==> config.mk <==
export PLATFORM = sky130hd
export DESIGN_NAME = rs485_slave_frame_responder
export DESIGN_NICKNAME = d
export VERILOG_FILES = /design/src/rtl/rsf_pkg.sv /design/src/rtl/rs485_slave_frame_responder.sv /design/src/rtl/rsf_ctrl.sv /design/src/rtl/rsf_datapath.sv
export SDC_FILE = /design/constraint.sdc
export NUM_CORES = 1
export LEC_CHECK = 0
export ABC_AREA = 0
export ABC_CLOCK_PERIOD_IN_PS = 10600
export BUFFER_PORTS_ARGS = -buffer_cell sky130_fd_sc_hd__buf_4
export CAP_MARGIN = 20
export CORE_ASPECT_RATIO = 1.25
export CORE_MARGIN = 2
export CORE_UTILIZATION = 50
export CTS_BUF_LIST = sky130_fd_sc_hd__clkbuf_8
export DETAILED_ROUTE_END_ITERATION = 12
export GPL_TIMING_DRIVEN = 0
export PLACE_DENSITY = 0.71
export SYNTH_ARGS = -nofsm -noshare
export SYNTH_HDL_FRONTEND = slang
export SYNTH_SLANG_ARGS = --single-unit
==> constraint.sdc <==
create_clock -name clock -period 10.6 [get_ports clock]
set_input_delay 0.53 -clock clock [delete_from_list [all_inputs] [get_ports clock]]
set_output_delay 0.53 -clock clock [all_outputs]
set_load 0.02 [all_outputs]
==> src/rtl/rsf_pkg.sv <==
package rsf_pkg;

   // Fixed byte values of the frame format.
   localparam logic [7:0] SYNC_BYTE    = 8'hFF;
   localparam logic [7:0] ACK_CODE     = 8'h41;
   localparam logic [7:0] NAK_CODE     = 8'h4E;
   localparam logic [7:0] BROADCAST_ID = 8'hFE;

   // Command codes with special handling.
   localparam logic [7:0] CMD_READ     = 8'd2;
   localparam logic [7:0] CMD_LAST_ACK = 8'd3;
   localparam logic [7:0] CMD_SILENT   = 8'd4;

   typedef struct packed {
      logic [7:0] rx_byte;
      logic [9:0] sensor_sample;
   } req_payload_type;

   typedef struct packed {
      logic [7:0] tx_byte;
      logic       last;
   } rsp_payload_type;

   // Reply sequencer states: idle, two sync states, then one per remaining reply byte kind.
   typedef enum logic [2:0] {
      ST_IDLE,
      ST_SYNC_A,
      ST_SYNC_B,
      ST_STATUS,
      ST_ID,
      ST_LEN,
      ST_DATA,
      ST_SUM
   } ctrl_state_type;

   // Receive side framing.
   typedef enum logic [1:0] {
      SYNC_HUNT1,
      SYNC_HUNT2,
      SYNC_FRAME
   } sync_phase_type;

   typedef enum logic [1:0] {
      POS_CMD,
      POS_ID,
      POS_LEN,
      POS_DATA
   } frame_pos_type;

   typedef enum logic [2:0] {
      SEL_SYNC,
      SEL_STATUS,
      SEL_ID,
      SEL_LEN,
      SEL_DATA,
      SEL_SUM
   } byte_sel_type;

   typedef struct packed {
      logic         accept;
      logic         load_out;
      byte_sel_type byte_sel;
   } dp_cmd_type;

   typedef struct packed {
      logic reply_start;
      logic out_free;
      logic len_zero;
      logic data_last;
   } dp_status_type;

endpackage

==> src/rtl/rs485_slave_frame_responder.sv <==
// Channel   Direction  Ports                            Moves
// req       in         req_valid, req_stall, req_payload  received byte and sensor sample
// rsp       out        rsp_valid, rsp_stall, rsp_payload  reply byte and last marker
// csr       in         csr_we, csr_wdata                  station id write
//
// Outside a reply, a byte that does not complete an answered frame is taken in the cycle it is offered.
// A byte that completes an answered frame starts a reply of 6 + length bytes (at most 6 + MAX_PAYLOAD);
// the reply sequencer loads one byte per cycle into the single output register, so input
// is held off until the checksum byte is loaded; while a reply byte waits under rsp_stall,
// no new byte is loaded and input stays held off.
// Synchronous active-high reset returns to sync hunting with station id 1.
module rs485_slave_frame_responder #(
   parameter int MAX_PAYLOAD = 8
) (
   input  logic                     clock,
   input  logic                     reset,
   input  logic                     csr_we,
   input  logic [7:0]               csr_wdata,
   input  logic                     req_valid,
   output logic                     req_stall,
   input  rsf_pkg::req_payload_type req_payload,
   output logic                     rsp_valid,
   input  logic                     rsp_stall,
   output rsf_pkg::rsp_payload_type rsp_payload
);

   // The controller owns the input handshake and the order of reply bytes.
   // The datapath parses frames, holds the payload store and computes the checksum.
   rsf_pkg::dp_cmd_type    dp_cmd;
   rsf_pkg::dp_status_type dp_status;

   rsf_ctrl u_ctrl (
      .clock     (clock),
      .reset     (reset),
      .req_valid (req_valid),
      .req_stall (req_stall),
      .status    (dp_status),
      .cmd       (dp_cmd)
   );

   rsf_datapath #(
      .MAX_PAYLOAD (MAX_PAYLOAD)
   ) u_datapath (
      .clock       (clock),
      .reset       (reset),
      .csr_we      (csr_we),
      .csr_wdata   (csr_wdata),
      .req_payload (req_payload),
      .rsp_valid   (rsp_valid),
      .rsp_stall   (rsp_stall),
      .rsp_payload (rsp_payload),
      .cmd         (dp_cmd),
      .status      (dp_status)
   );

endmodule

==> src/rtl/rsf_ctrl.sv <==
module rsf_ctrl (
   input  logic                   clock,
   input  logic                   reset,
   input  logic                   req_valid,
   output logic                   req_stall,
   input  rsf_pkg::dp_status_type status,
   output rsf_pkg::dp_cmd_type    cmd
);

   rsf_pkg::ctrl_state_type state_ff;
   rsf_pkg::ctrl_state_type state_in;

   always_ff @(posedge clock) begin
      if (reset) begin
         state_ff <= rsf_pkg::ST_IDLE;
      end else begin
         state_ff <= state_in;
      end
   end

   // Next state: one reply byte leaves per cycle in which the output register is free.
   always_comb begin
      state_in = state_ff;
      unique case (state_ff)
         rsf_pkg::ST_IDLE: begin
            if (cmd.accept && status.reply_start) begin
               state_in = rsf_pkg::ST_SYNC_A;
            end
         end
         rsf_pkg::ST_SYNC_A: begin
            if (status.out_free) state_in = rsf_pkg::ST_SYNC_B;
         end
         rsf_pkg::ST_SYNC_B: begin
            if (status.out_free) state_in = rsf_pkg::ST_STATUS;
         end
         rsf_pkg::ST_STATUS: begin
            if (status.out_free) state_in = rsf_pkg::ST_ID;
         end
         rsf_pkg::ST_ID: begin
            if (status.out_free) state_in = rsf_pkg::ST_LEN;
         end
         rsf_pkg::ST_LEN: begin
            if (status.out_free) begin
               state_in = status.len_zero ? rsf_pkg::ST_SUM : rsf_pkg::ST_DATA;
            end
         end
         rsf_pkg::ST_DATA: begin
            if (status.out_free && status.data_last) state_in = rsf_pkg::ST_SUM;
         end
         rsf_pkg::ST_SUM: begin
            if (status.out_free) state_in = rsf_pkg::ST_IDLE;
         end
      endcase
   end

   // Outputs.
   always_comb begin
      req_stall    = (state_ff != rsf_pkg::ST_IDLE);
      cmd.accept   = (state_ff == rsf_pkg::ST_IDLE) && req_valid;
      cmd.load_out = (state_ff != rsf_pkg::ST_IDLE) && status.out_free;
      unique case (state_ff)
         rsf_pkg::ST_IDLE:   cmd.byte_sel = rsf_pkg::SEL_SYNC;
         rsf_pkg::ST_SYNC_A: cmd.byte_sel = rsf_pkg::SEL_SYNC;
         rsf_pkg::ST_SYNC_B: cmd.byte_sel = rsf_pkg::SEL_SYNC;
         rsf_pkg::ST_STATUS: cmd.byte_sel = rsf_pkg::SEL_STATUS;
         rsf_pkg::ST_ID:     cmd.byte_sel = rsf_pkg::SEL_ID;
         rsf_pkg::ST_LEN:    cmd.byte_sel = rsf_pkg::SEL_LEN;
         rsf_pkg::ST_DATA:   cmd.byte_sel = rsf_pkg::SEL_DATA;
         rsf_pkg::ST_SUM:    cmd.byte_sel = rsf_pkg::SEL_SUM;
      endcase
   end

   a_reply_begins: assert property (@(posedge clock) disable iff (reset)
      cmd.accept && status.reply_start |=> state_ff == rsf_pkg::ST_SYNC_A)
      else $error("reply did not start after a completed frame");

   a_sum_ends_reply: assert property (@(posedge clock) disable iff (reset)
      state_ff == rsf_pkg::ST_SUM && cmd.load_out |=> state_ff == rsf_pkg::ST_IDLE)
      else $error("sequencer did not return to idle after the checksum");

   a_no_accept_in_reply: assert property (@(posedge clock) disable iff (reset)
      cmd.load_out |-> !cmd.accept)
      else $error("input taken while a reply byte was loaded");

endmodule

==> src/rtl/rsf_datapath.sv <==
module rsf_datapath #(
   parameter int MAX_PAYLOAD = 8
) (
   input  logic                     clock,
   input  logic                     reset,
   input  logic                     csr_we,
   input  logic [7:0]               csr_wdata,
   input  rsf_pkg::req_payload_type req_payload,
   output logic                     rsp_valid,
   input  logic                     rsp_stall,
   output rsf_pkg::rsp_payload_type rsp_payload,
   input  rsf_pkg::dp_cmd_type      cmd,
   output rsf_pkg::dp_status_type   status
);

   localparam int IDX_W = (MAX_PAYLOAD > 1) ? $clog2(MAX_PAYLOAD) : 1;
   localparam int LEN_W = $clog2(MAX_PAYLOAD + 1);
   localparam logic [IDX_W-1:0] IDX_SECOND = IDX_W'(1 % MAX_PAYLOAD);
   localparam logic [7:0] MAX_LEN_BYTE = 8'(MAX_PAYLOAD);

   logic [7:0]               station_id_ff;
   rsf_pkg::sync_phase_type  sync_ff, sync_in;
   rsf_pkg::frame_pos_type   pos_ff, pos_in;
   logic [IDX_W-1:0]         idx_ff, idx_in;
   logic [LEN_W-1:0]         len_ff, len_in;
   logic [7:0]               cmd_code_ff, cmd_code_in;
   logic [7:0]               target_ff, target_in;
   logic [IDX_W-1:0]         em_idx_ff, em_idx_in;
   logic [7:0]               sum_ff, sum_in;
   logic                     rsp_valid_ff, rsp_valid_in;
   rsf_pkg::rsp_payload_type rsp_payload_ff, rsp_payload_in;
   logic [7:0]               store_ff [MAX_PAYLOAD];

   logic [7:0]       rx;
   logic [LEN_W-1:0] pos_next;
   logic             finish;
   logic             store_we;
   logic             sample_we;
   logic [7:0]       status_byte;
   logic [7:0]       tx_sel;

   assign rx       = req_payload.rx_byte;
   assign pos_next = LEN_W'(idx_ff) + LEN_W'(1);

   // Frame parser, advanced once per accepted byte.
   always_comb begin
      sync_in     = sync_ff;
      pos_in      = pos_ff;
      idx_in      = idx_ff;
      len_in      = len_ff;
      cmd_code_in = cmd_code_ff;
      target_in   = target_ff;
      finish      = 1'b0;
      store_we    = 1'b0;
      if (cmd.accept) begin
         case (sync_ff)
            rsf_pkg::SYNC_HUNT1: begin
               if (rx == rsf_pkg::SYNC_BYTE) sync_in = rsf_pkg::SYNC_HUNT2;
            end
            rsf_pkg::SYNC_HUNT2: begin
               if (rx == rsf_pkg::SYNC_BYTE) begin
                  sync_in = rsf_pkg::SYNC_FRAME;
                  pos_in  = rsf_pkg::POS_CMD;
               end else begin
                  sync_in = rsf_pkg::SYNC_HUNT1;
               end
            end
            rsf_pkg::SYNC_FRAME: begin
               unique case (pos_ff)
                  rsf_pkg::POS_CMD: begin
                     cmd_code_in = rx;
                     pos_in      = rsf_pkg::POS_ID;
                  end
                  rsf_pkg::POS_ID: begin
                     target_in = rx;
                     pos_in    = rsf_pkg::POS_LEN;
                  end
                  rsf_pkg::POS_LEN: begin
                     if (rx > MAX_LEN_BYTE) begin
                        sync_in = rsf_pkg::SYNC_HUNT1;
                     end else begin
                        len_in = rx[LEN_W-1:0];
                        idx_in = '0;
                        if (rx == 8'd0) begin
                           finish  = 1'b1;
                           sync_in = rsf_pkg::SYNC_HUNT1;
                        end else begin
                           pos_in = rsf_pkg::POS_DATA;
                        end
                     end
                  end
                  rsf_pkg::POS_DATA: begin
                     store_we = 1'b1;
                     if (pos_next >= len_ff) begin
                        finish  = 1'b1;
                        sync_in = rsf_pkg::SYNC_HUNT1;
                     end else begin
                        idx_in = idx_ff + IDX_W'(1);
                     end
                  end
               endcase
            end
            default: sync_in = rsf_pkg::SYNC_HUNT1;
         endcase
      end
   end

   // A completed frame answers only when addressed to this station id, not broadcast, and not silent.
   assign status.reply_start = finish && (cmd_code_ff != rsf_pkg::CMD_SILENT) &&
                               (target_ff != rsf_pkg::BROADCAST_ID) &&
                               (target_ff == station_id_ff);
   assign sample_we = status.reply_start && (cmd_code_ff == rsf_pkg::CMD_READ);

   assign status.out_free  = !rsp_valid_ff || !rsp_stall;
   assign status.len_zero  = (len_ff == '0);
   assign status.data_last = ((LEN_W'(em_idx_ff) + LEN_W'(1)) == len_ff);

   assign status_byte = (cmd_code_ff <= rsf_pkg::CMD_LAST_ACK) ? rsf_pkg::ACK_CODE
                                                               : rsf_pkg::NAK_CODE;

   always_comb begin
      case (cmd.byte_sel)
         rsf_pkg::SEL_SYNC:   tx_sel = rsf_pkg::SYNC_BYTE;
         rsf_pkg::SEL_STATUS: tx_sel = status_byte;
         rsf_pkg::SEL_ID:     tx_sel = target_ff;
         rsf_pkg::SEL_LEN:    tx_sel = 8'(len_ff);
         rsf_pkg::SEL_DATA:   tx_sel = store_ff[em_idx_ff];
         rsf_pkg::SEL_SUM:    tx_sel = sum_ff;
         default:             tx_sel = rsf_pkg::SYNC_BYTE;
      endcase
   end

   // Reply byte index, running checksum and the output register.
   always_comb begin
      em_idx_in      = em_idx_ff;
      sum_in         = sum_ff;
      rsp_valid_in   = rsp_valid_ff;
      rsp_payload_in = rsp_payload_ff;
      if (cmd.accept) begin
         em_idx_in = '0;
         sum_in    = '0;
      end
      if (cmd.load_out) begin
         rsp_valid_in           = 1'b1;
         rsp_payload_in.tx_byte = tx_sel;
         rsp_payload_in.last    = (cmd.byte_sel == rsf_pkg::SEL_SUM);
         if (cmd.byte_sel == rsf_pkg::SEL_DATA) em_idx_in = em_idx_ff + IDX_W'(1);
         if (cmd.byte_sel != rsf_pkg::SEL_SYNC && cmd.byte_sel != rsf_pkg::SEL_SUM) begin
            sum_in = sum_ff + tx_sel;
         end
      end else if (!rsp_stall) begin
         rsp_valid_in = 1'b0;
      end
   end

   always_ff @(posedge clock) begin
      if (reset) begin
         station_id_ff <= 8'd1;
         sync_ff       <= rsf_pkg::SYNC_HUNT1;
         pos_ff        <= rsf_pkg::POS_CMD;
         len_ff        <= LEN_W'(3 % (MAX_PAYLOAD + 1));
         cmd_code_ff   <= '0;
         target_ff     <= '0;
         rsp_valid_ff  <= 1'b0;
      end else begin
         if (csr_we) station_id_ff <= csr_wdata;
         sync_ff      <= sync_in;
         pos_ff       <= pos_in;
         len_ff       <= len_in;
         cmd_code_ff  <= cmd_code_in;
         target_ff    <= target_in;
         rsp_valid_ff <= rsp_valid_in;
      end
   end

   always_ff @(posedge clock) begin
      idx_ff         <= idx_in;
      em_idx_ff      <= em_idx_in;
      sum_ff         <= sum_in;
      rsp_payload_ff <= rsp_payload_in;
   end

   // Payload store; an answered read puts the sample in entries 0 and 1 (0 only if MAX_PAYLOAD=1).
   always_ff @(posedge clock) begin
      if (store_we) store_ff[idx_ff] <= rx;
      if (sample_we) begin
         store_ff[0] <= req_payload.sensor_sample[9:2];
         if (MAX_PAYLOAD > 1) begin
            store_ff[IDX_SECOND] <= {req_payload.sensor_sample[1:0], 6'b0};
         end
      end
   end

   assign rsp_valid   = rsp_valid_ff;
   assign rsp_payload = rsp_payload_ff;

   a_load_when_free: assert property (@(posedge clock) disable iff (reset)
      cmd.load_out |-> (!rsp_valid_ff || !rsp_stall))
      else $error("reply byte loaded over a byte not yet taken");

   a_reply_rehunts: assert property (@(posedge clock) disable iff (reset)
      status.reply_start |=> sync_ff == rsf_pkg::SYNC_HUNT1)
      else $error("parser did not return to sync hunt after a frame");

endmodule
Word level (Yosys, flattened, before mapping)
Memory sizes are Yosys's and may differ from the RTL's. A register that Yosys moved wholly into a read port is not among the register bits.
Cells that the tools add are included.
{ "totals": {"mem_count": 2, "inputBits": 31, "mem_bits_ro": 24, "register_bits": 59, "out_inout_bits": 11, "mem_bits_rw": 64} }
{ "mem_list": {"columns": ["name", "depth", "word_bits", "read_ports", "rd_ports_with_merged_regs", "write_ports", "line_no", "text"], "rows": [
  ["u_datapath.store_ff", 8, 8, 1, 1, 3, "rsf_datapath.sv:32", "logic [7:0] store_ff [MAX_PAYLOAD];"],
  ["(name not given)", 8, 3, 1, 1, 0, "rsf_ctrl.sv:61", "unique case (state_ff)"]
]} }
{ "classes": {"add_sub_neg": 5, "mux": 50, "bitwise": 1, "magnitude_cmp": 3, "eq_ne": 43, "reduce_logical": 28} }
{ "ops": {"columns": ["cell", "count"], "rows": [
  ["two-way mux 3 bit", 15],
  ["one-hot mux 8 bit (5 select lines)", 1],
  ["two-way mux 8 bit", 3],
  ["one-hot mux 3 bit (8 select lines)", 1],
  ["inequality test 2 x 1 -> 1 bit, second input constant", 11],
  ["equality test 3 bit, second input constant", 6],
  ["two-way mux 2 bit", 8],
  ["two-way mux 1 bit", 15],
  ["equality test 3 x 2 -> 1 bit, second input constant", 4],
  ["one-hot mux 2 bit (3 select lines)", 2],
  ["AND reduction 5 bit", 2],
  ["logical AND 1 bit", 9],
  ["inequality test 3 bit, second input constant", 3],
  ["adder 3 x 1 -> 4 bit, second input constant", 2],
  ["adder 8 bit", 1],
  ["equality test 8 x 2 -> 1 bit, second input constant", 1],
  ["equality test 8 bit", 1],
  ["equality test 8 bit, second input constant", 1],
  ["greater-than comparator 8 x 4 -> 1 bit, second input constant", 1],
  ["less-or-equal comparator 8 x 2 -> 1 bit, second input constant", 1],
  ["zero test 8 bit", 1],
  ["inequality test 8 x 3 -> 1 bit, second input constant", 1],
  ["inequality test 8 bit, second input constant", 1],
  ["one-hot mux 2 bit (2 select lines)", 2],
  ["25 further kinds", 37]
]} }

Depth between registers and ports, before layout
{ "logic_depth": {"ltp_word": 14, "mapped_depth": 14, "ltp_nobuf": 14} }

Modules after synthesis
Synthesis repeated with hierarchy kept, for this count alone.
{ "hier_totals": {"hier_cells": 517, "hier_area_um2": 6105.9} }
{ "modules_own_cells": {"columns": ["module", "cells_per_inst", "area_per_inst_um2", "n_inst"], "rows": [
  ["rsf_datapath", 488, 5830.6, 1],
  ["rsf_ctrl", 29, 275.3, 1]
]} }

Least setup slack after synthesis
OpenSTA, ideal clock, no wires.
{ "synth_timing": {"path_type": "register to register", "start": "register, netlist name u_datapath.em_idx_ff[0]", "end": "register u_datapath.sum_ff[7]", "path_buffers": 2, "setup_ns": 0.119, "synth_period_minus_slack_ns": 3.684, "arrival_ns": 3.566, "stages_incl_launch_ff": 14, "slack_ns": 6.916, "path_cell_list": "dfxtp_1 buf_2 clkbuf_1 mux4_2 mux2_2 a221oi_1 nand2_1 ha_1 a21oi_1 o21ai_0 a2111oi_0 nor3b_1 or3b_1 mux2i_1"} }
{ "synth_lines": {"columns": ["element", "line_no", "text"], "rows": [
  ["end signal, assigned", "rsf_datapath.sv:179", "sum_ff <= sum_in;"],
  ["end, declared", "rsf_datapath.sv:29", "logic [7:0] sum_ff, sum_in;"]
]} }

==> flow_summary.yaml <==
global_route:
  grt_pass1_wl_mm: 22.0
  antenna_found_initial: 0
  grt_max_degree: 17
  grt_pass1_vias: 4319
  gr-usage-all-layers_pct: 22.4
  grt-ovfl-total: 0
final_layout:
  nets: 624
  nFillCells: 967
  register_area_um2: 3220
  design_area_um2: 7010
  instances_no_fill: 748
  final_common_cell: "edfxtp_1"
  diodes: 0
  final_cell_mix: "70 x edfxtp_1, 56 x dfxtp_1, 55 x nor2_1, 41 x buf_4, 40 x mux2i_1"
  multiInputGateArea_um2: 2680
  finish.utilization_pct: 58.4
  area_growth_pct: 15.1
  layout-drive-gt1-share_pct: 20.0
die:
  rows: 45
  io_pins: 42
  initial_utilization_pct: 50.8
  dieArea_um2: 13100
  die_h_um: 127
  core_um2: 12000
  fp.dieW_um: 103
power_and_ir_drop:
  ir_worst_vdd_uv: 81.0
  p_per_area_nw_per_um2: 157
  leakagePower_nw: 2.59
clock_network:
  post_cts_buffers: 0
  cts.sinks: 126
  clk_latency_ns: 0.44
  htreeDepth: 4
  cts_tree: "built"
  clk_pin_slew_ns: 0.07
  clockBufferDepth: 2
  root_buffer: "clkbuf_8"
  numCtsBuffers: 17
  ctsHoldBuffers: 0
  ctsResizeCount: 0
sta:
  worst_clock_skew_ns: 0.00931
  rsz0062_at_grt: "no"
  finalHoldViolCount: 0
  drv_slew: 0
  fin_setup_tns_ns: 0
  fin_crit_sh_pct: 41.5
  period_minus_slack_ns: 4.40
  setup_violations: 0
  max_slew_margin_pct: 43.0
  max_freq_mhz: 227
  holdWs_ns: 0.298
  tightest_slew_ns: 0.847
synth:
  synth_seq_cells: 126
  synth-seq-area-share_pct: 52.9
  synthDistinctLibCells: 60
  synthFlopType: "edfxtp_1"
  syn_nets: 564
  avgSynthCellArea_um2: 11.9
  synth_edf_count: 70
  async_flop_share_pct: 0
  syn_inst: 511
  netlist_area_um2: 6090
  synth-warning-count: 0
setup_path:
  cp-end-kind: "register"
  crit_required_ns: 10.92
  start_kind: "register"
  cp_slowest_stage_delay_ns: 0.60
  worst-path-max-fanout: 10
  crit_path_cell_trace: "buf_2 -> clkbuf_1 -> mux4_2 -> mux2_2 -> a221oi_1 -> nand2_1 -> ha_1 -> a21oi_1 -> o21ai_0 -> a2111oi_0 -> nor3b_1 -> or3b_1 -> mux2i_1"
  crit_type: "register to register"
  slowest_stage: "a2111oi_0"
  arrival_ns: 4.72
min_path:
  min_path_type: "primary input to register"
run_status:
  status: "completed"
drt:
  routedWlPerCell_um: 18.0
  ant_nets: 0
  num_vias: 4198
  dr.pass1.iters: 5
  drc: 0
  drtIter0Drc: 312
  post_drt_via_cell_ratio: 5.61
  totalWireLength_mm: 13.5
run:
  maxCapViolCount: 0
placed_design:
  port_buffers: 39
  dp_hpwl_mm: 9.86
  gp_congestion: 0.889
  placedCellCount: 715
  placed_cell_area_um2: 6600
-- through the flow --
stage	setup WS, ns	total power [mW]
CTS	6.11	1.10
finish	6.20	1.10
detailed placement	6.14	0.682
floorplan	6.92	0.633
global placement	6.29	0.678
global route	5.71	1.14
-- flip-flops by register name, indices dropped and copies added, names as in the netlist --
register	count
u_ctrl.cmd	3
u_ctrl.state_ff	3
u_datapath.cmd_code_ff	8
u_datapath.em_idx_ff	3
u_datapath.idx_ff	3
u_datapath.len_ff	4
u_datapath.pos_ff	2
u_datapath.rsp_payload	9
u_datapath.rsp_valid	1
u_datapath.station_id_ff	8
u_datapath.store_ff	64
u_datapath.sum_ff	8
u_datapath.sync_ff	2
u_datapath.target_ff	8
-- logic make-up after synthesis --
| family | after synthesis | share of synthesized area, % |
|---|---|---|
| XOR/XNOR | 18 | 2.59 |
| buffers and inverters | 46 | 3.02 |
| flip-flops | 126 | 52.9 |
| adder cells (fa/ha/maj) | 22 | 4.64 |
| multiplexers | 67 | 14.8 |
| AND/OR/NAND/NOR | 148 | 12.8 |
| AO/OA/AOI/OAI | 84 | 9.18 |
-- synth_stat cells (all sizes together) (4+ instances only) --
library cell  number  area share [%]
mux4              16             5.9
a21oi             23             1.9
ha                21             4.3
buf                6            0.55
or4                4            0.49
mux2i             40             6.6
dfxtp             56              18
and2               4            0.41
inv               23             1.4
nand2             19             1.2
a21o               4            0.51
nand3             15             1.2
nand4              8             1.4
mux2              11             2.3
a211oi             5            0.62
a31o               4            0.58
xnor2             14             2.0
nor2              55             3.4
o21ai             20             1.7
edfxtp            70              35
clkbuf            17             1.0
nor3               6            0.58
nand2b             7            0.72
nor2b             10             1.0
xor2               4            0.58
-- final cells by class --
cell class | count | share of cell area [%]
Sequential cell | 126 | 46.0
Multi-Input combinational cell | 339 | 38.3
Timing Repair Buffer | 41 | 4.39
Clock buffer | 17 | 3.34
Tap cell | 164 | 2.93
Clock inverter | 15 | 2.45
Buffer | 23 | 1.39
Inverter | 23 | 1.23
-- final timing paths --
check,depth (start not counted),end,start,slack [ns]
max,13,u_datapath.sum_ff[7]$_DFF_P_,u_datapath.em_idx_ff[0]$_DFF_P_,6.20
max reg2reg,13,u_datapath.sum_ff[7]$_DFF_P_,u_datapath.em_idx_ff[0]$_DFF_P_,6.20
min reg2reg,1,u_datapath.sum_ff[7]$_DFF_P_,u_datapath.sum_ff[7]$_DFF_P_,0.48
min,2,u_datapath.station_id_ff[0]$_SDFFE_PP1P_,csr_wdata[0],0.30
-- power by group --
part           total [mW]  internal, mW  switching [mW]
clock               0.424         0.231           0.193
sequential          0.536         0.529         0.00700
combinational       0.138        0.0533          0.0846
total                1.10         0.813           0.284
-- per-layer routing --
layer | part of all wire [%] | global-route usage, %
met1 | 42 | 28.2
met2 | 51 | 37.9
met5 | 0 | 0
met4 | 2.1 | 8.71
met3 | 4.5 | 4.27
-- critical path: cells and delay by family, from the launching register on --
kind / cells / cell delay [ns]
AOI/OAI and AO/OA: 4 / 1.22
buffers and inverters: 2 / 0.86
muxes: 3 / 0.82
and+or+nand+nor: 3 / 0.66
DFF: 1 / 0.43
adders and majority gates: 1 / 0.31
Power figures use the tool's default switching activity.
